===== config.mk =====
export PLATFORM = sky130hd
export DESIGN_NAME = twosm_mix
export DESIGN_NICKNAME = d
export VERILOG_FILES = /design/src/rtl/core/twosm_pkg.sv /design/src/rtl/core/twosm_mix.sv
export SDC_FILE = /design/constraint.sdc
export NUM_CORES = 2
export LEC_CHECK = 0
export BUFFER_PORTS_ARGS = -buffer_cell sky130_fd_sc_hd__buf_4
export CAP_MARGIN = 10
export CORE_MARGIN = 2
export CORE_UTILIZATION = 24
export DETAILED_ROUTE_END_ITERATION = 12
export GPL_TIMING_DRIVEN = 0
export PLACE_DENSITY = 0.36
export SYNTH_ARGS = -nofsm -noshare
export SYNTH_HDL_FRONTEND = slang
export SYNTH_SLANG_ARGS = --single-unit

===== constraint.sdc =====
create_clock -name clk -period 19.6 [get_ports clk]
set_input_delay 3.92 -clock clk [delete_from_list [all_inputs] [get_ports clk]]
set_output_delay 3.92 -clock clk [all_outputs]
set_load 0.01 [all_outputs]

===== src/rtl/core/twosm_pkg.sv =====
`timescale 1ns / 1ps
// ----------------------------------------------------------------------------
// Omni speed mixer package
// Shared widths, CORDIC constants and the stage payload types.
// ----------------------------------------------------------------------------
package twosm_pkg;

  localparam int CORDIC_STEPS = 30;
  localparam int XY_W   = 32;   // CORDIC x/y, Q30
  localparam int Z_W    = 32;   // residual angle, 2^-32 turn
  localparam int PR_W   = 28;   // speed_fraction * speed_limit
  localparam int ROT_W  = 28;   // spin * speed_limit
  localparam int CS_W   = 18;   // cos/sin, Q16
  localparam int XQ_W   = 47;   // pr * cos
  localparam int M_W    = 36;   // sin * sin60
  localparam int MH_W   = 18;   // upper slice of M
  localparam int ML_W   = M_W - MH_W;
  localparam int SUM_W  = 64;   // wheel sums, 2^-(FRAC_BITS+32) steps/s
  localparam int WS_W   = 13;   // wheel speed output
  localparam int RS_W   = 12;   // speed_limit

  localparam logic signed [XY_W-1:0] CORDIC_GAIN = 32'sd652032874;
  localparam logic signed [CS_W-1:0] SIN60_Q16   = 18'sd56756;
  localparam logic signed [32:0]     COS_HALF    = 33'sd8192;

  localparam logic [Z_W-1:0] ATAN_TURNS [CORDIC_STEPS] = '{
    32'd536870912, 32'd316933406, 32'd167458907, 32'd85004756, 32'd42667331,
    32'd21354465,  32'd10679838,  32'd5340245,   32'd2670163,  32'd1335087,
    32'd667544,    32'd333772,    32'd166886,    32'd83443,    32'd41722,
    32'd20861,     32'd10430,     32'd5215,      32'd2608,     32'd1304,
    32'd652,       32'd326,       32'd163,       32'd81,       32'd41,
    32'd20,        32'd10,        32'd5,         32'd3,        32'd1
  };

  // Payload handed from cell to cell along the CORDIC chain
  typedef struct packed {
    logic signed [XY_W-1:0]  x;
    logic signed [XY_W-1:0]  y;
    logic signed [Z_W-1:0]   z;
    logic [1:0]              quad;
    logic [PR_W-1:0]         pr;
    logic signed [ROT_W-1:0] rot;
  } cordic_t;

  // Exact wheel sums before clamp and rounding
  typedef struct packed {
    logic signed [SUM_W-1:0] w0;
    logic signed [SUM_W-1:0] w1;
    logic signed [SUM_W-1:0] w2;
  } sums_t;

endpackage


===== src/rtl/core/twosm_mix.sv =====
`timescale 1ns / 1ps
// ----------------------------------------------------------------------------
// Wheel mixer pipeline
// Quadrant fold and rounding of cos/sin, scaling multiplies and the
// three-wheel sums, five registered stages.
// ----------------------------------------------------------------------------
module twosm_mix (
  input  logic               clk,
  input  logic               rst,
  input  logic               in_valid,
  output logic               in_ready,
  input  twosm_pkg::cordic_t in_data,
  output logic               out_valid,
  input  logic               out_ready,
  output twosm_pkg::sums_t   out_data
);
  import twosm_pkg::*;

  localparam int NSTG = 5;
  localparam int PL_W = PR_W + ML_W;

  logic [NSTG-1:0] vld;
  logic [NSTG:0]   rdy;
  logic [NSTG-1:0] vld_in;

  // stage A: folded, rounded cos/sin
  logic signed [XY_W-1:0]  cx;
  logic signed [XY_W-1:0]  sy;
  logic signed [CS_W-1:0]  a_c;
  logic signed [CS_W-1:0]  a_s;
  logic [PR_W-1:0]         a_pr;
  logic signed [ROT_W-1:0] a_rot;
  // stage B: first products
  logic signed [XQ_W-1:0]  b_xq;
  logic signed [M_W-1:0]   b_m;
  logic [PR_W-1:0]         b_pr;
  logic signed [ROT_W-1:0] b_rot;
  // stage C: split product and partial sums
  logic signed [XQ_W-1:0]       c_ph;
  logic [PR_W+ML_W-1:0]         c_pl;
  logic signed [SUM_W-1:0]      c_a0;
  logic signed [SUM_W-1:0]      c_a1;
  // stage D: sin60 * y term
  logic signed [SUM_W-1:0] d_ym;
  logic signed [SUM_W-1:0] d_a0;
  logic signed [SUM_W-1:0] d_a1;

  logic signed [SUM_W-1:0] b_xq_w;
  logic signed [SUM_W-1:0] b_rot_w;

  assign rdy[NSTG] = out_ready;
  assign in_ready  = rdy[0];
  assign out_valid = vld[NSTG-1];
  assign vld_in    = {vld[NSTG-2:0], in_valid};

  for (genvar i = 0; i < NSTG; i++) begin : g_ctl
    assign rdy[i] = !vld[i] || rdy[i+1];
    always_ff @(posedge clk) begin
      if (rst) begin
        vld[i] <= 1'b0;
      end else if (rdy[i]) begin
        vld[i] <= vld_in[i];
      end
    end
  end

  always_comb begin
    case (in_data.quad)
      2'd0: begin
        cx = in_data.x;
        sy = in_data.y;
      end
      2'd1: begin
        cx = -in_data.y;
        sy = in_data.x;
      end
      2'd2: begin
        cx = -in_data.x;
        sy = -in_data.y;
      end
      default: begin
        cx = in_data.y;
        sy = -in_data.x;
      end
    endcase
  end

  assign b_xq_w  = SUM_W'(b_xq);
  assign b_rot_w = SUM_W'(b_rot);

  always_ff @(posedge clk) begin
    if (rdy[0]) begin
      a_c   <= CS_W'((33'(cx) + COS_HALF) >>> 14);
      a_s   <= CS_W'((33'(sy) + COS_HALF) >>> 14);
      a_pr  <= in_data.pr;
      a_rot <= in_data.rot;
    end
    if (rdy[1]) begin
      b_xq  <= XQ_W'($signed({1'b0, a_pr})) * XQ_W'(a_c);
      b_m   <= M_W'(a_s) * M_W'(SIN60_Q16);
      b_pr  <= a_pr;
      b_rot <= a_rot;
    end
    if (rdy[2]) begin
      c_ph <= XQ_W'($signed({1'b0, b_pr})) * XQ_W'($signed(b_m[M_W-1:ML_W]));
      c_pl <= PL_W'(b_pr) * PL_W'(b_m[ML_W-1:0]);
      c_a0 <= (b_xq_w <<< 16) + (b_rot_w <<< 32);
      c_a1 <= (b_rot_w <<< 32) - (b_xq_w <<< 15);
    end
    if (rdy[3]) begin
      d_ym <= (SUM_W'(c_ph) <<< ML_W) + $signed(SUM_W'(c_pl));
      d_a0 <= c_a0;
      d_a1 <= c_a1;
    end
    if (rdy[4]) begin
      out_data.w0 <= d_a0;
      out_data.w1 <= d_a1 - d_ym;
      out_data.w2 <= d_a1 + d_ym;
    end
  end

endmodule


==> impl_metrics.csv <==
group,metric,value,unit
cts,cts.path.max_buffers,3,
worst_setup_path,crit_type,"in -> out",
cts,cts_resized,0,
worst_setup_path,reg2regPathDepth,23,
detailed_routing,wire_per_inst,21.76,um
synth,async_flop_share,0,%
synth,synth_common_cells,"1732 x inv_1, 1307 x fa_1, 946 x nand2_1, 741 x edfxtp_1, 716 x ha_1",
detailed_routing,drtAntennaViolNets,0,
cts,tritoncts,"yes",
synth,synth_ff_type,"edfxtp_1",
synth,synth.area.top_cells,"fa_1 30%, edfxtp_1 26%, ha_1 10%",
sta,setup_viol,0,
synth,ys_seq_elements,746,
worst_setup_path,timing.rr.start,"b_m[7]",
cts,ctsHoldBuffers,0,
detailed_routing,first_iter_violations,4169,
hold_path,worstHoldStart,"a_rot[8]",
synth,ys_seq_area_share,25.67,%
die,initial_core_util,24.08,%
cells_and_area,area_delta_synth_final,13.53,%
worst_setup_path,worst-path-max-fanout,45,
hold_path,whs_path_depth,0,
detailed_routing,drt_wl_total,303200,um
die,num_io_pins,352,
synth,synth.most_common_cell,"inv_1",
die,rows,221,
die,die_area,367700,um2
die,fp.dieW,606.4,um
synth,synth_edf_count,741,
detailed_routing,drtPass1Iterations,5,
worst_setup_path,crit_start,"out_ready",
sta,setup_tns,0,ns
global_route,track_usage,16.57,%
detailed_routing,drc_errors,0,
worst_setup_path,crit_required,15.68,ns
sta,fmax,97.46,MHz
synth,avgSynthCellArea,10.09,um2
global_route,grt_pass1_vias,65170,
flow_run,cap_violations,0,
global_route,gr-total-overflow,0,
cells_and_area,fin_nets,11229,
sta,finalClockSkew,0.07893,ns
placement,io_buffers,290,
sta,post-route-period-util,52.35,%
synth,synth_warnings,0,
die,core,361700,um2
global_route,antenna_found_initial,47,
synth,yosysUniqueCellTypes,88,
cts,clk_latency,0.76,ns
cts,clk_pin_slew,0.06,ns
sta,finalHoldViolCount,0,
sta,rsz0062_at_grt,"no",
hold_path,hp-class,"reg -> reg",
worst_setup_path,r2r_slack,9.39,ns
cts,cts_root_buf,"clkbuf_16",
global_route,grt_max_degree,117,
sta,finalCriticalPeriod,10.26,ns
global_route,grt_pass1_wl,446600,um
synth,yosysTopAreaCellShare,30.05,%
worst_setup_path,crit_path_end_kind,"primary output",
cts,htree_levels,3,
synth,synth_area,87090,um2
synth,synthCells,8631,
die,die_y,606.4,um
worst_setup_path,startpoint_type,"input pin",
sta,drv_slew,0,
placement,globalplace.congestion,0.8786,
cts,cts_buffers,94,
hold_path,hold_end,"b_rot[8]",
sta,tightest_slew,1.261,ns
synth,synth_top_area_cell,"fa_1",
cells_and_area,final_layout_size_suffix_gt1_share,5.698,%
detailed_routing,viasPerCell,4.359,
worst_setup_path,reg2reg_to,"c_pl[41]",
placement,dp_hpwl,252400,um
status,status,"completed",
cts,cts.sinks,746,
cts,post_cts_buffers,0,
sta,slew_headroom,13.77,%
detailed_routing,dr_total_vias,60759,
worst_setup_path,critical_path_arrival,6.34,ns
cell type report:
class,count,area (um2)
Antenna cell,18,45.04
Clock inverter,65,733.2
Timing Repair Buffer,302,2442
Inverter,1732,6516
Buffer,360,1440
Multi-Input combinational cell,5812,56910
Tap cell,4794,5998
Clock buffer,109,2430
Fill cell,38468,262800
Sequential cell,746,22350
flip-flops by register name (all words and copies together), names as in the netlist, 46 cells and up:
register / flops
d_a0: 48
d_a1: 47
out_data: 171
c_a1: 47
c_ph: 46
b_xq: 47
d_ym: 62
c_a0: 48
cell families after synthesis:
logic type | share of synthesized area (%)
and+or+nand+nor | 13.33
buffers and inverters | 9.119
adders and majority gates | 40.33
AOI/OAI and AO/OA | 7.059
DFF | 25.67
xor gates and xnor gates | 4.294
muxes | 0.1968
other | 0.004306
stage by stage:
stage / std cells / utilization, % / setup slack (ns) / hold slack (ns) / instance area, um2
final: 13938 / 27.34 / 9.340 / 0.3872 / 98870
after detailed placement: 13745 / 26.45 / 9.221 / 0.4045 / 95650
after CTS: 13919 / 27.32 / 9.213 / 0.3778 / 98810
after global placement: 13734 / 26.36 / 5.542 / 0.4042 / 95330
after global routing: 13921 / 27.32 / 8.891 / 0.3893 / 98830
after floorplan: 8650 / - / 9.133 / 0.4003 / 87160
placed cells by master, fill, tap and decap left out, types with 76 or more instances in the layout:
master,Yosys,routed
a21o_1,125,125
a21oi_1,308,308
and2_1,643,643
buf_4,21,311
clkbuf_1,320,334
clkbuf_16,0,95
edfxtp_1,741,741
fa_1,1307,1307
ha_1,716,716
inv_1,1732,1730
nand2_1,946,944
nand3_1,82,81
nor2_1,339,339
nor3_1,76,76
o21ai_0,138,138
xnor2_1,306,303
xor2_1,121,121
layer usage:
| metal | track usage [%] | part of all wire, % | up-vias |
|---|---|---|---|
| met5 | 0 | 0.015 | - |
| met4 | 3.424 | 2.3 | 6 |
| met3 | 2.097 | 4.4 | 240 |
| met2 | 27.34 | 46 | 1417 |
| met1 | 23.15 | 47 | 31070 |
| li1 | - | - | 28026 |
worst max-delay path, cell delays in order:
cell and delay [ns]:
buf_4 0.11, nor2b_1 0.62, and3_1 0.55, nand3_4 0.70, buf_4 0.42
worst max-delay path by stage:
stage	to	slack (ns)	cells past startpoint
floorplan	in_ready	9.13	3
global placement	in_ready	5.54	5
detailed placement	in_ready	9.22	5
CTS	in_ready	9.21	5
global route	c_pl[39]	8.89	23
finish	in_ready	9.34	5
Power is left out: the tool's default activity adds up to more than one toggle a clock period on the data nets, which glitch-free logic cannot reach.
