<file path="config.mk">
export PLATFORM = sky130hd
export DESIGN_NAME = twosm_cordic_cell
export DESIGN_NICKNAME = d
export VERILOG_FILES = /design/src/rtl/core/twosm_pkg.sv /design/src/rtl/core/twosm_cordic_cell.sv
export SDC_FILE = /design/constraint.sdc
export NUM_CORES = 1
export LEC_CHECK = 0
export BUFFER_PORTS_ARGS = -buffer_cell sky130_fd_sc_hd__buf_2
export CORE_ASPECT_RATIO = 2
export CORE_MARGIN = 2
export CORE_UTILIZATION = 33
export CTS_CLUSTER_DIAMETER = 80
export CTS_CLUSTER_SIZE = 40
export DETAILED_ROUTE_END_ITERATION = 10
export PLACE_DENSITY = 0.65
export SYNTH_ARGS = -nofsm -noshare
export SYNTH_HDL_FRONTEND = slang
export SYNTH_SLANG_ARGS = --single-unit
</file>
<file path="constraint.sdc">
create_clock -name clk -period 10.2 [get_ports clk]
set_clock_uncertainty 0.2 [all_clocks]
set_input_delay 1.02 -clock clk [delete_from_list [all_inputs] [get_ports clk]]
set_output_delay 1.02 -clock clk [all_outputs]
set_load 0.05 [all_outputs]
</file>
<file path="src/rtl/core/twosm_pkg.sv">
`timescale 1ns / 1ps
// ----------------------------------------------------------------------------
// Omni speed mixer package
// Shared widths, CORDIC constants and the stage payload types.
// ----------------------------------------------------------------------------
package twosm_pkg;

  localparam int CORDIC_STEPS = 30;
  localparam int XY_W   = 32;   // CORDIC x/y, Q30
  localparam int Z_W    = 32;   // residual angle, 2^-32 turn
  localparam int PR_W   = 28;   // speed_fraction * speed_limit
  localparam int ROT_W  = 28;   // spin * speed_limit
  localparam int CS_W   = 18;   // cos/sin, Q16
  localparam int XQ_W   = 47;   // pr * cos
  localparam int M_W    = 36;   // sin * sin60
  localparam int MH_W   = 18;   // upper slice of M
  localparam int ML_W   = M_W - MH_W;
  localparam int SUM_W  = 64;   // wheel sums, 2^-(FRAC_BITS+32) steps/s
  localparam int WS_W   = 13;   // wheel speed output
  localparam int RS_W   = 12;   // speed_limit

  localparam logic signed [XY_W-1:0] CORDIC_GAIN = 32'sd652032874;
  localparam logic signed [CS_W-1:0] SIN60_Q16   = 18'sd56756;
  localparam logic signed [32:0]     COS_HALF    = 33'sd8192;

  localparam logic [Z_W-1:0] ATAN_TURNS [CORDIC_STEPS] = '{
    32'd536870912, 32'd316933406, 32'd167458907, 32'd85004756, 32'd42667331,
    32'd21354465,  32'd10679838,  32'd5340245,   32'd2670163,  32'd1335087,
    32'd667544,    32'd333772,    32'd166886,    32'd83443,    32'd41722,
    32'd20861,     32'd10430,     32'd5215,      32'd2608,     32'd1304,
    32'd652,       32'd326,       32'd163,       32'd81,       32'd41,
    32'd20,        32'd10,        32'd5,         32'd3,        32'd1
  };

  // Payload handed from cell to cell along the CORDIC chain
  typedef struct packed {
    logic signed [XY_W-1:0]  x;
    logic signed [XY_W-1:0]  y;
    logic signed [Z_W-1:0]   z;
    logic [1:0]              quad;
    logic [PR_W-1:0]         pr;
    logic signed [ROT_W-1:0] rot;
  } cordic_t;

  // Exact wheel sums before clamp and rounding
  typedef struct packed {
    logic signed [SUM_W-1:0] w0;
    logic signed [SUM_W-1:0] w1;
    logic signed [SUM_W-1:0] w2;
  } sums_t;

endpackage

</file>
<file path="src/rtl/core/twosm_cordic_cell.sv">
`timescale 1ns / 1ps
// ----------------------------------------------------------------------------
// CORDIC rotation cell
// One micro-rotation of the heading, registered, with its own transfer
// handshake toward the next cell.
// ----------------------------------------------------------------------------
module twosm_cordic_cell #(
  parameter int STEP = 0
) (
  input  logic               clk,
  input  logic               rst,
  input  logic               in_valid,
  output logic               in_ready,
  input  twosm_pkg::cordic_t in_data,
  output logic               out_valid,
  input  logic               out_ready,
  output twosm_pkg::cordic_t out_data
);
  import twosm_pkg::*;

  logic signed [XY_W-1:0] dx;
  logic signed [XY_W-1:0] dy;
  logic signed [Z_W-1:0]  ang;
  cordic_t                data_next;

  assign in_ready = !out_valid || out_ready;
  assign ang      = $signed(ATAN_TURNS[STEP]);

  always_comb begin
    dx        = in_data.y >>> STEP;
    dy        = in_data.x >>> STEP;
    data_next = in_data;
    // rotate toward zero residual
    if (!in_data.z[Z_W-1]) begin
      data_next.x = in_data.x - dx;
      data_next.y = in_data.y + dy;
      data_next.z = in_data.z - ang;
    end else begin
      data_next.x = in_data.x + dx;
      data_next.y = in_data.y - dy;
      data_next.z = in_data.z + ang;
    end
  end

  always_ff @(posedge clk) begin
    if (rst) begin
      out_valid <= 1'b0;
    end else if (in_ready) begin
      out_valid <= in_valid;
    end
  end

  always_ff @(posedge clk) begin
    if (in_ready) begin
      out_data <= data_next;
    end
  end

endmodule

</file>
==> results of run 1 <==
-- state kept, by name (all words and copies together) (netlist names) --
name / cells
out_data: 153
out_valid: 1
-- placed cells by master (no fill, tap or decap), drive strengths merged, types with 7 or more instances in the layout --
master,instances
o211ai,8
xor2,8
nand2b,10
a21o,26
a21oi,104
nand2,59
buf,317
ha,94
xnor2,50
nor2b,8
o22ai,8
o21a,7
clkinv,7
nand3,9
a211oi,9
nor2,84
o21bai,21
edfxtp,153
nand4,9
o21ai,65
clkbuf,17
a31oi,9
inv,104
nor3,19
-- per-layer routing --
metal  vias up  global-route usage (%)  wire length, um
met5         -                       0                0
met4         0                    15.7             2540
met3       113                    3.78             1830
met2       419                    45.3            21500
met1      4148                    17.3            10800
li1       4191                       -                -
-- worst paths after layout --
| kind | end | cells after the start |
|---|---|---|
| max | out_data[108] | 12 |
| min reg2reg | out_data[54] | 1 |
| max reg2reg | out_data[16] | 2 |
| min | out_valid | 2 |
-- critical path: stages --
cell	delay, ns
buf_2	0.12
ha_1	0.25
fa_1	0.42
nor2b_1	0.18
o211a_1	0.28
o2111ai_1	0.44
nand2_1	0.22
a21oi_2	0.37
o311ai_1	0.19
a21oi_1	0.27
xnor2_1	0.20
o21ai_1	0.14
-- final cells by class --
type	count	area, sq um	share of cell area (%)
Clock inverter	15	154	1.21
Clock buffer	17	425	3.36
Inverter	100	375	2.96
Sequential cell	154	4610	36.4
Multi-Input combinational cell	704	5040	39.8
Tap cell	372	465	3.67
Timing Repair Buffer	317	1600	12.6
-- power by group through the flow --
stage | Combinational [mW] | Sequential, mW | Clock, mW
3_5_place_dp | 0.817 | 0.839 | 0
3_3_place_gp | 0.814 | 0.839 | 0
5_1_grt | 0.862 | 0.832 | 0.678
2_1_floorplan | 0.291 | 1.13 | 0
4_1_cts | 0.820 | 0.826 | 0.654
6_report | 0.820 | 0.823 | 0.632
-- kinds of logic after synthesis --
family | count (synthesis) | synth area share, %
AO/OA/AOI/OAI | 314 | 20.9
flip-flops | 154 | 45.0
adder cells (fa/ha/maj) | 98 | 12.3
XOR/XNOR | 58 | 4.95
buffers and inverters | 144 | 5.86
AND/OR/NAND/NOR | 228 | 10.4
multiplexers | 6 | 0.586
-- through the flow --
| stage | hold slack, ns | instance area [sq um] | utilization (%) |
|---|---|---|---|
| global placement | 0.762 | 12100 | 39.3 |
| CTS | 0.492 | 12700 | 41.2 |
| detailed placement | 0.774 | 12100 | 39.3 |
| global route | 0.501 | 12700 | 41.2 |
| floorplan | 0.889 | 10300 | - |
| finish | 0.520 | 12700 | 41.2 |
==> run metrics, run 1 <==
status=complete, no violations; crit start category=primary input; DRC Markers=0; total routed wirelength=36,600 um; Slew Limit Headroom=44.4%; Fin Setup TNS=0 ns; dpl ws=5.70 ns; layout overhead on the synthesized area=23.6%; via count=8,871; Slew Viols, Final=0; Int Power=1.36 mW; HP Start=rst; Synthesis Warnings=0; Unique masters post-synth=87; Psw=0.919 mW; width of the die=129 um; DIE HEIGHT=253 um; CTS buffer count=17; max-cap violations=0; syn avg cell area=10.2 sq um; Avg WL per Cell=21.8 um; Reg power frac=36.2%; register area share after synthesis=45.0%; CP Data Required Time=10.15 ns; DR iter-0 viols=518; Syn Inst Count=1,002; Sink Count=154; layout net count=1,550; Synth Flop Type=edfxtp_1; dpl hpwl=29,600 um; initial core utilization=33.3%; Period minus WS final=4.15 ns; post-synth top area share=44.8%; Critical Path Source=in_data[90]; die area=0.0326 sq mm; worst reg2reg startpoint=out_valid; Max Clk Rate=241 MHz; Ports=314; Comb pwr share=36.0%; PostCTS Resize Cnt=0; clk_lat worst skew=0.44 ns; final cell count without fillers=1,679; core area=0.0307 sq mm; diode count=0; final setup vio count=0; CTS tree=done; asr flop ratio synth=0%; Yosys reg bits=154; largest net degree at the start of global routing=65; worst vdd ir=123 uV; num rows=91; first-pass GRT wire length=52,000 um; Worst Tran Pin Value=0.834 ns; gr usage total=21.9%; WS Path Type=primary input to flop; Clk pin slew, worst setup/hold paths=0.07 ns; Final Power=2.28 mW; most frequent cells after synthesis=edfxtp_1, a21oi_1, inv_1; Vias/cell=5.28; Yosys top cell by area=edfxtp_1; Hold Path Class=primary input to flop; share of layout cells above drive strength 1=29.5%; setup ws final=6.05 ns; most common cell in the synthesized netlist=edfxtp_1; post-synthesis net count=1,258; endpoint class of the critical path=flop; Post-synth EDFFs=153; DRT antenna net count=0; hold buffers post-CTS=0; GPL Wtd Cong=0.989; Lkg Pwr=5.72 nW; Sw Ratio=40.4%; R2R setup slack=8.05 ns; IO Port Bufs=313; Tcrit/Tclk final=40.6%; pwr/cell area=180 mW/mm^2; CP Max Fanout=5; GRT overflow=0; Clock power frac=27.8%; H-tree levels=4; Clock Path Buffers=2; Area contributors post-synth=edfxtp_1, ha_1, a21oi_1, xnor2_1, inv_1; Root Driver=clkbuf_16; initial antenna violation count=0; RSZ-0062 raised after global routing=false; Critical Path AT=4.10 ns; Layout fillers=3,079; Final Hold Fails=0; drt first pass iters=5; Post-CTS Setup Bufs=0; vias in the first global route=9,075; synthesized area=0.0103 sq mm; placed insts=1,647
No activity file was read; power rests on OpenSTA's default activity.
==> inputs of run 2 (changes only) <==
- clock period: 10.2 -> 4 ns (I/O delays scaled with it)
==> run 2 against run 1 <==
Worst hold slack got worse by 0.49 ns. Via count increased by 5.4%. Sequential share of layout area decreased by 2.9 points. Critical path depth unchanged. First-iteration DRC count increased by 7.7%. Combinational power increased to 2.7 times the previous value. Clock-buffer cell count unchanged. Routed wire length increased by 2.7%. Highest routed layer unchanged. Core utilization increased by 3.6 points. Clock power increased by 150%. Non-clock buffer count increased by 117. Critical endpoint is now out_data[147]. Largest power group is now combinational cells. Design area increased by 8.7%. Critical path type unchanged.
==> run metrics, run 2 (synthesis results as in run 1) <==
HP Start=in_data[87]; H-tree levels=4; DIE HEIGHT=253 um; largest net degree at the start of global routing=85; GPL Wtd Cong=0.984; DRC Markers=0; pwr/cell area=427 mW/mm^2; most common cell after layout, fill and taps aside=buf_2; WP buf/inv=2; Hold Path Class=primary input to flop; Critical Path AT=3.27 ns; width of the die=129 um; final cell count without fillers=1,796; initial antenna violation count=0; IO Port Bufs=313; core area=0.0307 sq mm; vias in the first global route=9,737; WL met1=11,500 um; worst reg2reg startpoint=out_valid; end of the critical path=out_data[147]; status=complete, no violations; Final Power=5.88 mW; Ports=314; Psw=2.38 mW; Crit path depth=12; share of layout cells above drive strength 1=29.1%; worst vdd ir=313 uV; Clock Path Buffers=2; dpl hpwl=29,300 um; Final Hold Fails=0; Post-CTS Setup Bufs=0; layout overhead on the synthesized area=34.4%; Slew Limit Headroom=37.6%; CTS buffer count=17; CP Data Required Time=3.99 ns; die area=0.0326 sq mm; slowest stage cell, crit path=nor3_1; Worst R2R End=out_data[107]; drt first pass iters=5; Largest regs=out_data: 153 flops, out_valid: 1 flops; Crit path largest cell delay=0.44 ns; first-pass GRT wire length=54,100 um; Max Clk Rate=305 MHz; CTS tree=done; Critical Path Source=in_data[106]; critical path, cell by cell=buf_2 > inv_1 > ha_1 > a21oi_2 > o21ai_0 > nor3_1 > o21ai_0 > a221oi_2 > nor2_1 > nor3_1 > nor2_1 > a22o_1; Comb pwr share=37.5%; Lkg Pwr=6.23 nW; Sw Ratio=40.5%; num rows=91; max-cap violations=0; Clk pin slew, worst setup/hold paths=0.07 ns; R2R setup slack=2.16 ns; Slew Viols, Final=0; diode count=0; Worst Tran Pin Value=0.936 ns; Reg with most FFs=out_data; Vias/cell=5.21; Fin Setup TNS=0 ns; total routed wirelength=37,600 um; Sink Count=154; number of flip-flops in the largest register=153; Period minus WS final=3.28 ns; met2 wire len=21,900 um; GRT overflow=0; commonest cells after routing, fill and taps aside=buf_2, edfxtp_1, a21oi_1; final setup vio count=0; Root Driver=clkbuf_16; Final Util=44.8%; Reg power frac=35.8%; DRT antenna net count=0; PostCTS Resize Cnt=0; delay-heaviest family, CP=compound AO/OA/AOI/OAI gates; metal3 WL=1680 um; worst r2r path cells=2; Clock power frac=26.7%; Tcrit/Tclk final=82.1%; WS Path Type=primary input to flop; via count=9,351; RSZ-0062 raised after global routing=false; placed insts=1,675; Avg WL per Cell=20.9 um; Max Used Layer=met4; initial core utilization=33.3%; layout net count=1,667; crit start category=primary input; CP Max Fanout=7; gr usage total=22.5%; Int Power=3.50 mW; clk_lat worst skew=0.44 ns; endpoint class of the critical path=flop; DR iter-0 viols=558
run 2: layout make-up:
type,count,area (sq um)
Timing Repair Buffer,434,2710
Fill cell,2923,17000
Multi-Input combinational cell,704,5040
Sequential cell,154,4610
Inverter,100,375
Clock buffer,17,425
Clock inverter,15,148
Tap cell,372,465
run 2: worst min path at each step:
stage / cells after the start / slack [ns] / to
floorplan: 1 / 0.27 / out_valid
global placement: 2 / 0.36 / out_valid
detailed placement: 2 / 0.36 / out_valid
CTS: 2 / 0.01 / out_data[87]
global route: 2 / 0.02 / out_data[87]
finish: 2 / 0.03 / out_data[87]
run 2: power groups by stage:
stage / clock, mW / sequential (mW) / combinational [mW]
floorplan: 0 / 2.88 / 0.743
global placement: 0 / 2.14 / 2.11
detailed placement: 0 / 2.14 / 2.12
CTS: 1.62 / 2.11 / 2.19
global route: 1.67 / 2.12 / 2.32
finish: 1.57 / 2.10 / 2.21
run 2: metal layers:
metal / vias up / global-route usage [%]
li1: 4426 / -
met2: 411 / 46.7
met1: 4398 / 18.4
met5: - / 0
met3: 116 / 3.11
met4: 0 / 15.6
run 2: through the flow:
step,worst slack [ns],area (sq um),hold slack (ns)
2_1_floorplan,0.636,10300,0.269
3_3_place_gp,0.310,12300,0.356
3_5_place_dp,0.342,12300,0.362
4_1_cts,0.809,13800,0.0121
5_1_grt,0.656,13800,0.0205
6_report,0.717,13800,0.0322
run 2: what timing repair did:
item	in CTS	in global routing
endpoints found under the setup margin	0	0
endpoints found under the hold margin	88	0
hold buffers	89	0
