[src/rtl/core/twosm_pkg.sv]
`timescale 1ns / 1ps
// ----------------------------------------------------------------------------
// Omni speed mixer package
// Shared widths, CORDIC constants and the stage payload types.
// ----------------------------------------------------------------------------
package twosm_pkg;

  localparam int CORDIC_STEPS = 30;
  localparam int XY_W   = 32;   // CORDIC x/y, Q30
  localparam int Z_W    = 32;   // residual angle, 2^-32 turn
  localparam int PR_W   = 28;   // speed_fraction * speed_limit
  localparam int ROT_W  = 28;   // spin * speed_limit
  localparam int CS_W   = 18;   // cos/sin, Q16
  localparam int XQ_W   = 47;   // pr * cos
  localparam int M_W    = 36;   // sin * sin60
  localparam int MH_W   = 18;   // upper slice of M
  localparam int ML_W   = M_W - MH_W;
  localparam int SUM_W  = 64;   // wheel sums, 2^-(FRAC_BITS+32) steps/s
  localparam int WS_W   = 13;   // wheel speed output
  localparam int RS_W   = 12;   // speed_limit

  localparam logic signed [XY_W-1:0] CORDIC_GAIN = 32'sd652032874;
  localparam logic signed [CS_W-1:0] SIN60_Q16   = 18'sd56756;
  localparam logic signed [32:0]     COS_HALF    = 33'sd8192;

  localparam logic [Z_W-1:0] ATAN_TURNS [CORDIC_STEPS] = '{
    32'd536870912, 32'd316933406, 32'd167458907, 32'd85004756, 32'd42667331,
    32'd21354465,  32'd10679838,  32'd5340245,   32'd2670163,  32'd1335087,
    32'd667544,    32'd333772,    32'd166886,    32'd83443,    32'd41722,
    32'd20861,     32'd10430,     32'd5215,      32'd2608,     32'd1304,
    32'd652,       32'd326,       32'd163,       32'd81,       32'd41,
    32'd20,        32'd10,        32'd5,         32'd3,        32'd1
  };

  // Payload handed from cell to cell along the CORDIC chain
  typedef struct packed {
    logic signed [XY_W-1:0]  x;
    logic signed [XY_W-1:0]  y;
    logic signed [Z_W-1:0]   z;
    logic [1:0]              quad;
    logic [PR_W-1:0]         pr;
    logic signed [ROT_W-1:0] rot;
  } cordic_t;

  // Exact wheel sums before clamp and rounding
  typedef struct packed {
    logic signed [SUM_W-1:0] w0;
    logic signed [SUM_W-1:0] w1;
    logic signed [SUM_W-1:0] w2;
  } sums_t;

endpackage

[src/rtl/core/twosm_wheel_out.sv]
`timescale 1ns / 1ps
// ----------------------------------------------------------------------------
// Wheel output stage
// Clamps each wheel sum to the top speed, rounds half up and holds the
// result in the output register.
// ----------------------------------------------------------------------------
module twosm_wheel_out #(
  parameter int FRAC_BITS = 15
) (
  input  logic                         clk,
  input  logic                         rst,
  input  logic [twosm_pkg::RS_W-1:0]   speed_limit,
  input  logic                         in_valid,
  output logic                         in_ready,
  input  twosm_pkg::sums_t             in_data,
  output logic                         out_valid,
  input  logic                         out_ready,
  output logic signed [twosm_pkg::WS_W-1:0] wheel_one_speed,
  output logic signed [twosm_pkg::WS_W-1:0] wheel_two_speed,
  output logic signed [twosm_pkg::WS_W-1:0] wheel_three_speed,
  output logic [2:0]                   clamped_mask
);
  import twosm_pkg::*;

  localparam int P = FRAC_BITS + 32;
  localparam logic signed [SUM_W-1:0] HALF = SUM_W'(1) <<< (P - 1);

  logic signed [SUM_W-1:0] w [3];
  logic [WS_W:0]           fin [3];

  // {hit, speed}
  function automatic logic [WS_W:0] finish(input logic signed [SUM_W-1:0] v,
                                           input logic [RS_W-1:0] lim);
    logic signed [SUM_W-1:0] q;
    logic signed [SUM_W-1:0] lw;
    logic signed [SUM_W-1:0] rnd;
    logic                    rem;
    q   = v >>> P;
    lw  = $signed(SUM_W'(lim));
    rem = |v[P-1:0];
    rnd = (v + HALF) >>> P;
    if (q > lw || (q == lw && rem)) begin
      return {1'b1, WS_W'(lw)};
    end else if (q < -lw) begin
      return {1'b1, WS_W'(-lw)};
    end
    return {1'b0, WS_W'(rnd)};
  endfunction

  assign w[0]     = in_data.w0;
  assign w[1]     = in_data.w1;
  assign w[2]     = in_data.w2;
  assign in_ready = !out_valid || out_ready;

  always_comb begin
    for (int j = 0; j < 3; j++) begin
      fin[j] = finish(w[j], speed_limit);
    end
  end

  always_ff @(posedge clk) begin
    if (rst) begin
      out_valid <= 1'b0;
    end else if (in_ready) begin
      out_valid <= in_valid;
    end
  end

  always_ff @(posedge clk) begin
    if (in_ready) begin
      wheel_one_speed   <= $signed(fin[0][WS_W-1:0]);
      wheel_two_speed   <= $signed(fin[1][WS_W-1:0]);
      wheel_three_speed <= $signed(fin[2][WS_W-1:0]);
      clamped_mask      <= {fin[2][WS_W], fin[1][WS_W], fin[0][WS_W]};
    end
  end

endmodule

[config.mk]
export PLATFORM = sky130hd
export DESIGN_NAME = twosm_wheel_out
export DESIGN_NICKNAME = d
export VERILOG_FILES = /design/src/rtl/core/twosm_pkg.sv /design/src/rtl/core/twosm_wheel_out.sv
export SDC_FILE = /design/constraint.sdc
export NUM_CORES = 1
export LEC_CHECK = 0
export ABC_AREA = 1
export BUFFER_PORTS_ARGS = -buffer_cell sky130_fd_sc_hd__buf_4
export CAP_MARGIN = 20
export CORE_UTILIZATION = 46
export DETAILED_ROUTE_END_ITERATION = 10
export PLACE_DENSITY = 0.79
export SYNTH_ARGS = -nofsm -noshare
export SYNTH_HDL_FRONTEND = slang
export SYNTH_SLANG_ARGS = --single-unit
[constraint.sdc]
create_clock -name clk -period 3.85 [get_ports clk]
set_clock_uncertainty 0.1 [all_clocks]
set_input_delay 1.155 -clock clk [delete_from_list [all_inputs] [get_ports clk]]
set_output_delay 1.155 -clock clk [all_outputs]
set_load 0.01 [all_outputs]
==> flow_summary.ini, run 1 <==
[run_status]
status = complete, no violations

[floorplan]
ioPinCount = 252
row_count = 43
die_x_um = 122
die_area_mm2 = 0.0150
die-height_um = 122
core_area_mm2 = 0.0140
start_util = 0.475

[cells_and_area]
drive_above_1_share = 0.386
instances_no_fill = 1420
n_antenna_cell = 0
final_nets = 1557
n_fill_cell = 1127
multiInputGateArea_mm2 = 0.00534
fin_util = 0.716
layout_common_cells = buf_4 (326), nand2_1 (194), ha_1 (100)
synthToLayoutAreaGrowth_pct = 50.5
final_common_cell = buf_4
final-seq-area_mm2 = 0.00128

[route]
ant_nets = 0
drt_iter0_drc = 884
dr.pass1.iters = 7
viasPerCell = 5.70
via_count = 8097
wl_per_cell_um = 17.7
remaining_drc_errors = 0
routed_wirelength_um = 25200

[yosys]
ys_ff_latch = 43
synth.net_count = 1223
synthCells = 905
async_flop_share = 0
ys_warn_count = 0
syn-cell-area_mm2 = 0.00668
synth_cell_types = 50
synth_edf_count = 42
synthFlopType = edfxtp_1
avgSynthCellArea_um2 = 7.38
ys_seq_area_frac = 0.192

[cts]
clockBufferDepth = 2
tritoncts = yes
clk_pin_slew_ps = 50
cts_num_sinks = 43
h-tree-depth = 2
cts_made_buffers = 5
clock-root-buffer = clkbuf_16
clock_latency_ps = 280
cts_hold_buf = 0

[timing]
setup_violations = 0
slew_viol_final = 0
setup_tns_ps = 0
clock.fmax_ghz = 0.265
hold_viol_final = 0
max_slew_margin = 0.615
rsz0062_at_grt = true
min_period_ps = 3770
fin_crit_sh = 0.979
fin_ws_ps = 82.6
tightest_slew_ps = 573

[pwr]
p_sw_frac = 0.342
comb_power_share = 0.468
seqPwrFrac = 0.317
cellLeakagePower_nw = 5.04
total_power_mw = 1.87
p_switching_uw = 639
clkPwrFrac = 0.215
internal_power_mw = 1.23
p_per_area_mw_per_mm2 = 186
ir_drop_v = 0.000202

[setup_path]
cp_max_fo = 7
cp_slowest_cell = ha_1
critPathLaunch = speed_limit[2]
reg2reg_depth = 2
worstPathArrival_ps = 3700
r2r_slack_ps = 2470
critPathMaxStageDelay_ps = 280
end_kind = flop
start_kind = primary input
path_cells = buf_6 -> buf_4 -> clkinvlp_4 -> nand2_1 -> o21ai_0 -> buf_4 -> ha_1 -> nand2_1 -> nor2_1 -> nand2_1 -> o211ai_1 -> nand3_1 -> nand2_1 -> inv_1 -> nand2_1 -> nand2_2 -> nand3_4 -> buf_12 -> nand3_4 -> nand2_2 -> nand2_1
r2r-start = out_valid
cp_top_family = simple AND/OR/NAND/NOR gates
r2r_end = wheel_one_speed[11]
crit_type = primary input to flop
path_common_cell = nand2_1
cp.buffers_inverters = 6
cp.required_ps = 3790

[global_route]
grt_pass1_wl_um = 35400
grt_max_degree = 44
grtUsageTotal = 0.304
grt_pass1_vias = 7029
gr-total-overflow = 0
antenna_found_initial = 0

[placement]
place.detailed.hpwl_um = 19600
pre_cts_slack_ps = -324
io_buffers = 251
place.gp.congestion = 0.973
dpl.cell_count = 1392

[min_path]
holdPathEnd = out_valid
min_path_cells = 3
min_path_type = flop to flop
holdCritStartpoint = out_valid

[job]
maxCapViolations = 0
registers in the layout (all words and copies together), names as in the netlist:
name	count
wheel_one_speed	13
out_valid	1
clamped_mask	3
wheel_two_speed	13
wheel_three_speed	13
synthesized netlist by cell type, types with 9 or more instances:
cell type  number  area [um2]
a21oi_1        42         210
clkbuf_1        9        33.8
edfxtp_1       42        1260
ha_1          110        1380
inv_1          64         240
nand2_1       206         773
nand2_2        33         206
nand3_1        34         170
nand4_1        59         369
nor2_1         66         248
nor2_2          9        56.3
nor3_1         17        85.1
nor4_1         42         263
o21ai_0        42         210
xor2_1         30         263
kinds of logic after synthesis:
kind of cell / synth area share
compound gates: 0.102
flops: 0.192
simple gates: 0.385
buf+inv: 0.0660
fa+ha+maj: 0.206
xor+xnor: 0.0485
cell type report:
type	count	area share
inverter	74	0.0300
sequential	43	0.127
timing repair buffer	345	0.275
multi-input combinational	770	0.531
clock buffer	8	0.0136
tap	180	0.0224
power groups by stage:
stage / logic [mW] / registers [mW] / clock network, mW
after floorplan: 0.344 / 0.630 / 0
final: 0.875 / 0.593 / 0.401
after global routing: 0.947 / 0.597 / 0.424
after CTS: 0.807 / 0.592 / 0.402
after global placement: 0.783 / 0.601 / 0
after detailed placement: 0.803 / 0.602 / 0
how the worst max path moves through the flow:
stage | cells after the start | end
detailed placement | 23 | wheel_two_speed[12]
CTS | 23 | wheel_two_speed[1]
finish | 21 | wheel_two_speed[12]
global route | 22 | wheel_two_speed[12]
global placement | 23 | wheel_two_speed[12]
floorplan | 19 | wheel_three_speed[4]
stage by stage:
| stage | cell area (um2) | hold WS [ps] |
|---|---|---|
| 2_1_floorplan | 6680 | 1120 |
| 3_3_place_gp | 9270 | 859 |
| 3_5_place_dp | 9270 | 879 |
| 4_1_cts | 9430 | 895 |
| 5_1_grt | 10000 | 935 |
| 6_report | 10000 | 872 |
timing repair:
action / CTS / global route
setup endpoints to repair: 20 / 42
gates cloned: 1 / 5
buffers inserted: 0 / 16
pin swaps: 1 / 46
gates resized for setup: 1 / 85
layer usage:
metal  global-route usage  wire [um]  vias up
li1                     -          -     3890
met1                0.432      10200     3646
met2                0.462      11500      484
met3               0.0339       2450       77
met4                0.130       1020        0
met5                    0          0        -
worst register-to-register path, stage by stage, from the launching register on:
cell     delay (ps)
dfxtp_1         320
nand2_2         120
buf_4           470
(Power assumes the default switching activity.)
==> run 2: changes to the inputs <==
--- a/config.mk
+++ b/config.mk
@@ -7,10 +7,11 @@
 export LEC_CHECK = 0
 export ABC_AREA = 1
 export BUFFER_PORTS_ARGS = -buffer_cell sky130_fd_sc_hd__buf_4
-export CAP_MARGIN = 20
+export CAP_MARGIN = 40
 export CORE_UTILIZATION = 46
 export DETAILED_ROUTE_END_ITERATION = 10
 export PLACE_DENSITY = 0.79
+export RECOVER_POWER = 50
 export SYNTH_ARGS = -nofsm -noshare
 export SYNTH_HDL_FRONTEND = slang
 export SYNTH_SLANG_ARGS = --single-unit
==> run 2 against run 1 <==
  * The run now ends with capacitance limit, slew limit left
  * Die area stayed put
  * Worst hold slack gained 47 ps
  * Non-clock buffer count unchanged
  * Global-route usage unchanged
  * Setup slack better by 4.5 ps
  * Clock-buffer cell count unchanged
  * Critical path type unchanged
  * Largest cell class unchanged
  * Largest power group unchanged
  * Highest routed layer unchanged
==> flow_summary.ini, run 2 (same netlist as run 1, synthesis figures left out) <==
[cts]
clk_pin_slew_ps = 50
clock_latency_ps = 280
cts_made_buffers = 5
h-tree-depth = 2
clockBufferDepth = 2
cts_hold_buf = 0
clock-root-buffer = clkbuf_16
tritoncts = yes
cts_num_sinks = 43

[setup_path]
critical_path_cell_count = 20
r2r_end = wheel_one_speed[9]
cp_max_fo = 7
critPathMaxStageDelay_ps = 240
path_common_cell = buf_6
endpoint = wheel_two_speed[5]
r2r-start = out_valid
reg2reg_depth = 2
cp_top_family = buffers and inverters
cp.required_ps = 3790
path_cells = buf_6 -> nor2_4 -> nand2_4 -> nor2_8 -> buf_12 -> nand2_8 -> nor3_4 -> buf_6 -> buf_6 -> ha_1 -> a21o_1 -> a31oi_1 -> o21ai_1 -> a21oi_1 -> buf_4 -> nand3_4 -> buf_12 -> clkbuf_16 -> nand4_1 -> nand2_1
critPathLaunch = speed_limit[2]
cp_slowest_cell = ha_1
worstPathArrival_ps = 3700
crit_type = primary input to flop
cp.buffers_inverters = 7
r2r_slack_ps = 1220
start_kind = primary input
end_kind = flop

[pwr]
ir_drop_v = 0.000190
p_per_area_mw_per_mm2 = 185
cellLeakagePower_nw = 4.89
comb_power_share = 0.457
internal_power_mw = 1.19
p_switching_uw = 639
seqPwrFrac = 0.323
clkPwrFrac = 0.220
p_sw_frac = 0.349

[placement]
pre_cts_slack_ps = -324
place.gp.congestion = 0.973
place.detailed.hpwl_um = 19600
dpl.cell_count = 1392
io_buffers = 251

[cells_and_area]
synthToLayoutAreaGrowth_pct = 48.2
layout_common_cells = buf_4 (285), nand2_1 (195), ha_1 (100)
reg_top3 = wheel_one_speed (13), wheel_three_speed (13), wheel_two_speed (13)
instances_no_fill = 1420
final_common_cell = buf_4
final-seq-area_mm2 = 0.00128
fin_util = 0.705
n_fill_cell = 1159
final_nets = 1557
multiInputGateArea_mm2 = 0.00534
n_antenna_cell = 0
drive_above_1_share = 0.353

[run_status]
violations = capacitance limit, slew limit
status = finished with violations

[floorplan]
core_area_mm2 = 0.0140
ioPinCount = 252
die-height_um = 122
die_x_um = 122
row_count = 43
start_util = 0.475
die_area_mm2 = 0.0150

[route]
viasPerCell = 5.71
ant_nets = 0
remaining_drc_errors = 0
drt_iter0_drc = 890
via_count = 8114
routed_wirelength_um = 25200
dr.pass1.iters = 6
wl_per_cell_um = 17.7

[timing]
max_slew_margin = -0.488
clock.fmax_ghz = 0.266
setup_violations = 0
fin_crit_sh = 0.977
min_period_ps = 3760
rsz0062_at_grt = true
hold_viol_final = 0
tightest_slew_ps = 2230
fin_ws_ps = 87.1
slew_viol_final = 44

[global_route]
grt_pass1_wl_um = 35400
grt_max_degree = 44
grt_pass1_vias = 7029
antenna_found_initial = 0
gr-total-overflow = 0
grtUsageTotal = 0.304

[min_path]
min_path_type = primary input to flop

[job]
maxCapViolations = 1
## run 2: changes by cell type in the layout (fill, tap and decap cells not counted)
cell and delta:
buf_4 -41, clkbuf_1 +40, clkbuf_4 +1, nand2_1 +1, nand2_2 -1
## run 2: worst min path at each step
stage	from	end	cells after the start	slack [ps]
3_5_place_dp	out_valid	out_valid	3	880
3_3_place_gp	out_valid	out_valid	3	860
2_1_floorplan	rst	out_valid	1	1120
6_report	rst	out_valid	2	920
4_1_cts	out_valid	out_valid	3	900
5_1_grt	rst	out_valid	2	940
## run 2: cell type report
cell class                      count  area share
Clock buffer                        8      0.0138
Inverter                           74      0.0305
Multi-Input combinational cell    770       0.539
Sequential cell                    43       0.129
Tap cell                          180      0.0228
Timing Repair Buffer              345       0.264
## run 2: through the flow
step | hold slack [ps] | instance area [um2] | total power [mW] | TNS, ps
finish | 919 | 9900 | 1.83 | 0
global placement | 859 | 9270 | 1.38 | -9200
CTS | 895 | 9430 | 1.80 | -0.862
global route | 936 | 9900 | 1.93 | -797
detailed placement | 879 | 9270 | 1.40 | -10910
floorplan | 1120 | 6680 | 0.974 | 0
## run 2: per-layer routing
metal / up-vias / routed length (um) / track usage
met3: 87 / 2280 / 0.0339
met5: - / 0 / 0
met2: 468 / 11500 / 0.462
met1: 3666 / 10400 / 0.432
li1: 3893 / - / -
met4: 0 / 1080 / 0.130
## run 2: power by group through the flow
stage | Clock [mW] | Sequential, mW | Combinational, mW
global placement | 0 | 0.601 | 0.783
global route | 0.424 | 0.597 | 0.909
floorplan | 0 | 0.630 | 0.344
finish | 0.403 | 0.593 | 0.838
CTS | 0.402 | 0.592 | 0.807
detailed placement | 0 | 0.602 | 0.803
## run 2: timing repair
action                     4_1_cts  5_1_grt
resized for setup                1       85
pin swaps                        1       46
cloned                           1        5
setup endpoints to repair       20       42
buffers inserted                 0       16
## run 2: worst reg2reg max path, cell delays in order, from the launching register on
cell and delay [ps]:
dfxtp_1 310, nand2_1 160, clkbuf_1 1620
==> run 3: changes to the inputs <==
--- a/config.mk
+++ b/config.mk
@@ -6,10 +6,10 @@
 export NUM_CORES = 1
 export LEC_CHECK = 0
 export ABC_AREA = 1
-export BUFFER_PORTS_ARGS = -buffer_cell sky130_fd_sc_hd__buf_4
 export CAP_MARGIN = 40
-export CORE_UTILIZATION = 46
+export CORE_UTILIZATION = 60
 export DETAILED_ROUTE_END_ITERATION = 10
+export DONT_BUFFER_PORTS = 1
 export PLACE_DENSITY = 0.79
 export RECOVER_POWER = 50
 export SYNTH_ARGS = -nofsm -noshare
==> run 3 against run 2 <==
  * The run still ends with capacitance limit, slew limit left
  * Largest power group is now sequential cells
  * Sequential share of layout area increased by 4.9 points
  * Clock power increased by 6.2%
  * Register-to-register slack got worse by 240 ps
  * Largest cell class unchanged
  * Critical path depth increased by 2
  * Utilization decreased by 4.1 points
==> flow_summary.ini, run 3 (same netlist as run 1, synthesis figures left out) <==
[cells_and_area]
reg_top3 = wheel_one_speed (13), wheel_three_speed (13), wheel_two_speed (13)
layout_common_cells = nand2_1 (206), ha_1 (110), nor2_1 (65)
stdcell_area_mm2 = 0.00720
synthToLayoutAreaGrowth_pct = 7.80
fin_util = 0.664
n_fill_cell = 883
drive_above_1_share = 0.139
final_nets = 1252
final_common_cell = nand2_1
instances_no_fill = 1076

[setup_path]
start_kind = primary input
worstPathArrival_ps = 3570
cp.required_ps = 3810
reg2reg_depth = 2
end_kind = flop
cp_max_fo = 15
crit_type = primary input to flop

[job]
maxCapViolations = 1

[placement]
placed_cell_area_mm2 = 0.00704
io_buffers = 0
place.detailed.hpwl_um = 17600
place.gp.congestion = 0.961
pre_cts_slack_ps = -106
dpl.cell_count = 1066

[floorplan]
die-height_um = 107
die_area_mm2 = 0.0116
die_x_um = 107
core_area_mm2 = 0.0108
ioPinCount = 252
row_count = 38
start_util = 0.616

[timing]
hold_viol_final = 0
tightest_slew_ps = 2280
setup_tns_ps = 0
setup_violations = 0
fin_crit_sh = 0.939
clock.fmax_ghz = 0.277
slew_viol_final = 44
max_slew_margin = -0.522
min_period_ps = 3620
fin_ws_ps = 235

[cts]
post_cts_resized = 0
h-tree-depth = 2
clockBufferDepth = 2
tritoncts = yes
clk_pin_slew_ps = 80
cts_hold_buf = 0
post_cts_buffers = 0
cts_made_buffers = 5
clock_latency_ps = 300
cts_num_sinks = 43
clock-root-buffer = clkbuf_8

[global_route]
grt_pass1_vias = 6102
grt_max_degree = 44
grtUsageTotal = 0.380
antenna_found_initial = 0
gr-total-overflow = 0
grt_pass1_wl_um = 33100

[run_status]
status = finished with violations
violations = capacitance limit, slew limit

[route]
ant_nets = 0
remaining_drc_errors = 0
viasPerCell = 6.42
routed_wirelength_um = 22200
wl_per_cell_um = 20.6
via_count = 6903
dr.pass1.iters = 5
drt_iter0_drc = 676

[pwr]
p_per_area_mw_per_mm2 = 212
ir_drop_v = 0.000477
cellLeakagePower_nw = 3.48

[min_path]
min_path_type = primary input to flop
min_path_cells = 1
==> run 3: changes by cell type in the layout (fill, tap and decap cells not counted), moves of 6 or more <==
cell and change:
nor2_1 +6, buf_6 -7, clkbuf_1 -41, nor2_4 -6, nand2_1 +11, ha_4 -9
clkbuf_16 -8, buf_4 -246, ha_1 +10, inv_1 +8, buf_12 -6
==> run 3: worst paths after layout <==
| kind | startpoint | end | slack (ps) |
|---|---|---|---|
| max reg2reg | out_valid | wheel_one_speed[1] | 980 |
| max | speed_limit[1] | wheel_two_speed[12] | 230 |
| min reg2reg | out_valid | out_valid | 1930 |
| min | rst | out_valid | 810 |
==> run 3: routing by layer <==
layer / up-vias / track usage / share of wire
li1: 3281 / - / -
met4: 2 / 0.207 / 0.051
met2: 439 / 0.556 / 0.42
met1: 3081 / 0.494 / 0.40
met3: 100 / 0.114 / 0.12
met5: - / 0.0238 / 0.0015
==> run 3: area by class of cell <==
cell class                      instances  area [um2]  share of cell area
Sequential cell                        43        1280               0.178
Antenna cell                            1        2.50            0.000348
Multi-Input combinational cell        768        4980               0.693
Tap cell                              140         175              0.0243
Inverter                               74         293              0.0407
Timing Repair Buffer                   42         328              0.0455
Clock inverter                          2        60.1             0.00834
Clock buffer                            6        72.6              0.0101
==> run 3: power by group <==
group / leakage, nW / internal, mW / switching, mW
sequential: 0.451 / 0.581 / 0.0503
combinational: 2.96 / 0.176 / 0.290
clock: 0.0654 / 0.260 / 0.169
==> run 3: critical path, stage by stage <==
cell      delay, ps
nor2_2           90
nand2_2         110
nor2_8          140
nand2_1          90
nor2_1          120
xor2_1          150
inv_1           130
ha_1            310
nand2_1          70
nor2_1          100
nand2_1          60
o211ai_1        120
nand3_1         110
nand2_1          60
inv_1            40
nand2_1          60
nand2_2          60
nand3_2          80
buf_6           190
nand3_4         140
nand2_1         120
nand2_1          70
==> run 3: metrics by stage <==
| step | power [mW] | hold WS, ps |
|---|---|---|
| finish | 1.52 | 813 |
| global route | 1.59 | 808 |
| CTS | 1.51 | 809 |
| detailed placement | 1.09 | 985 |
| global placement | 1.07 | 959 |
| floorplan | 0.974 | 1120 |
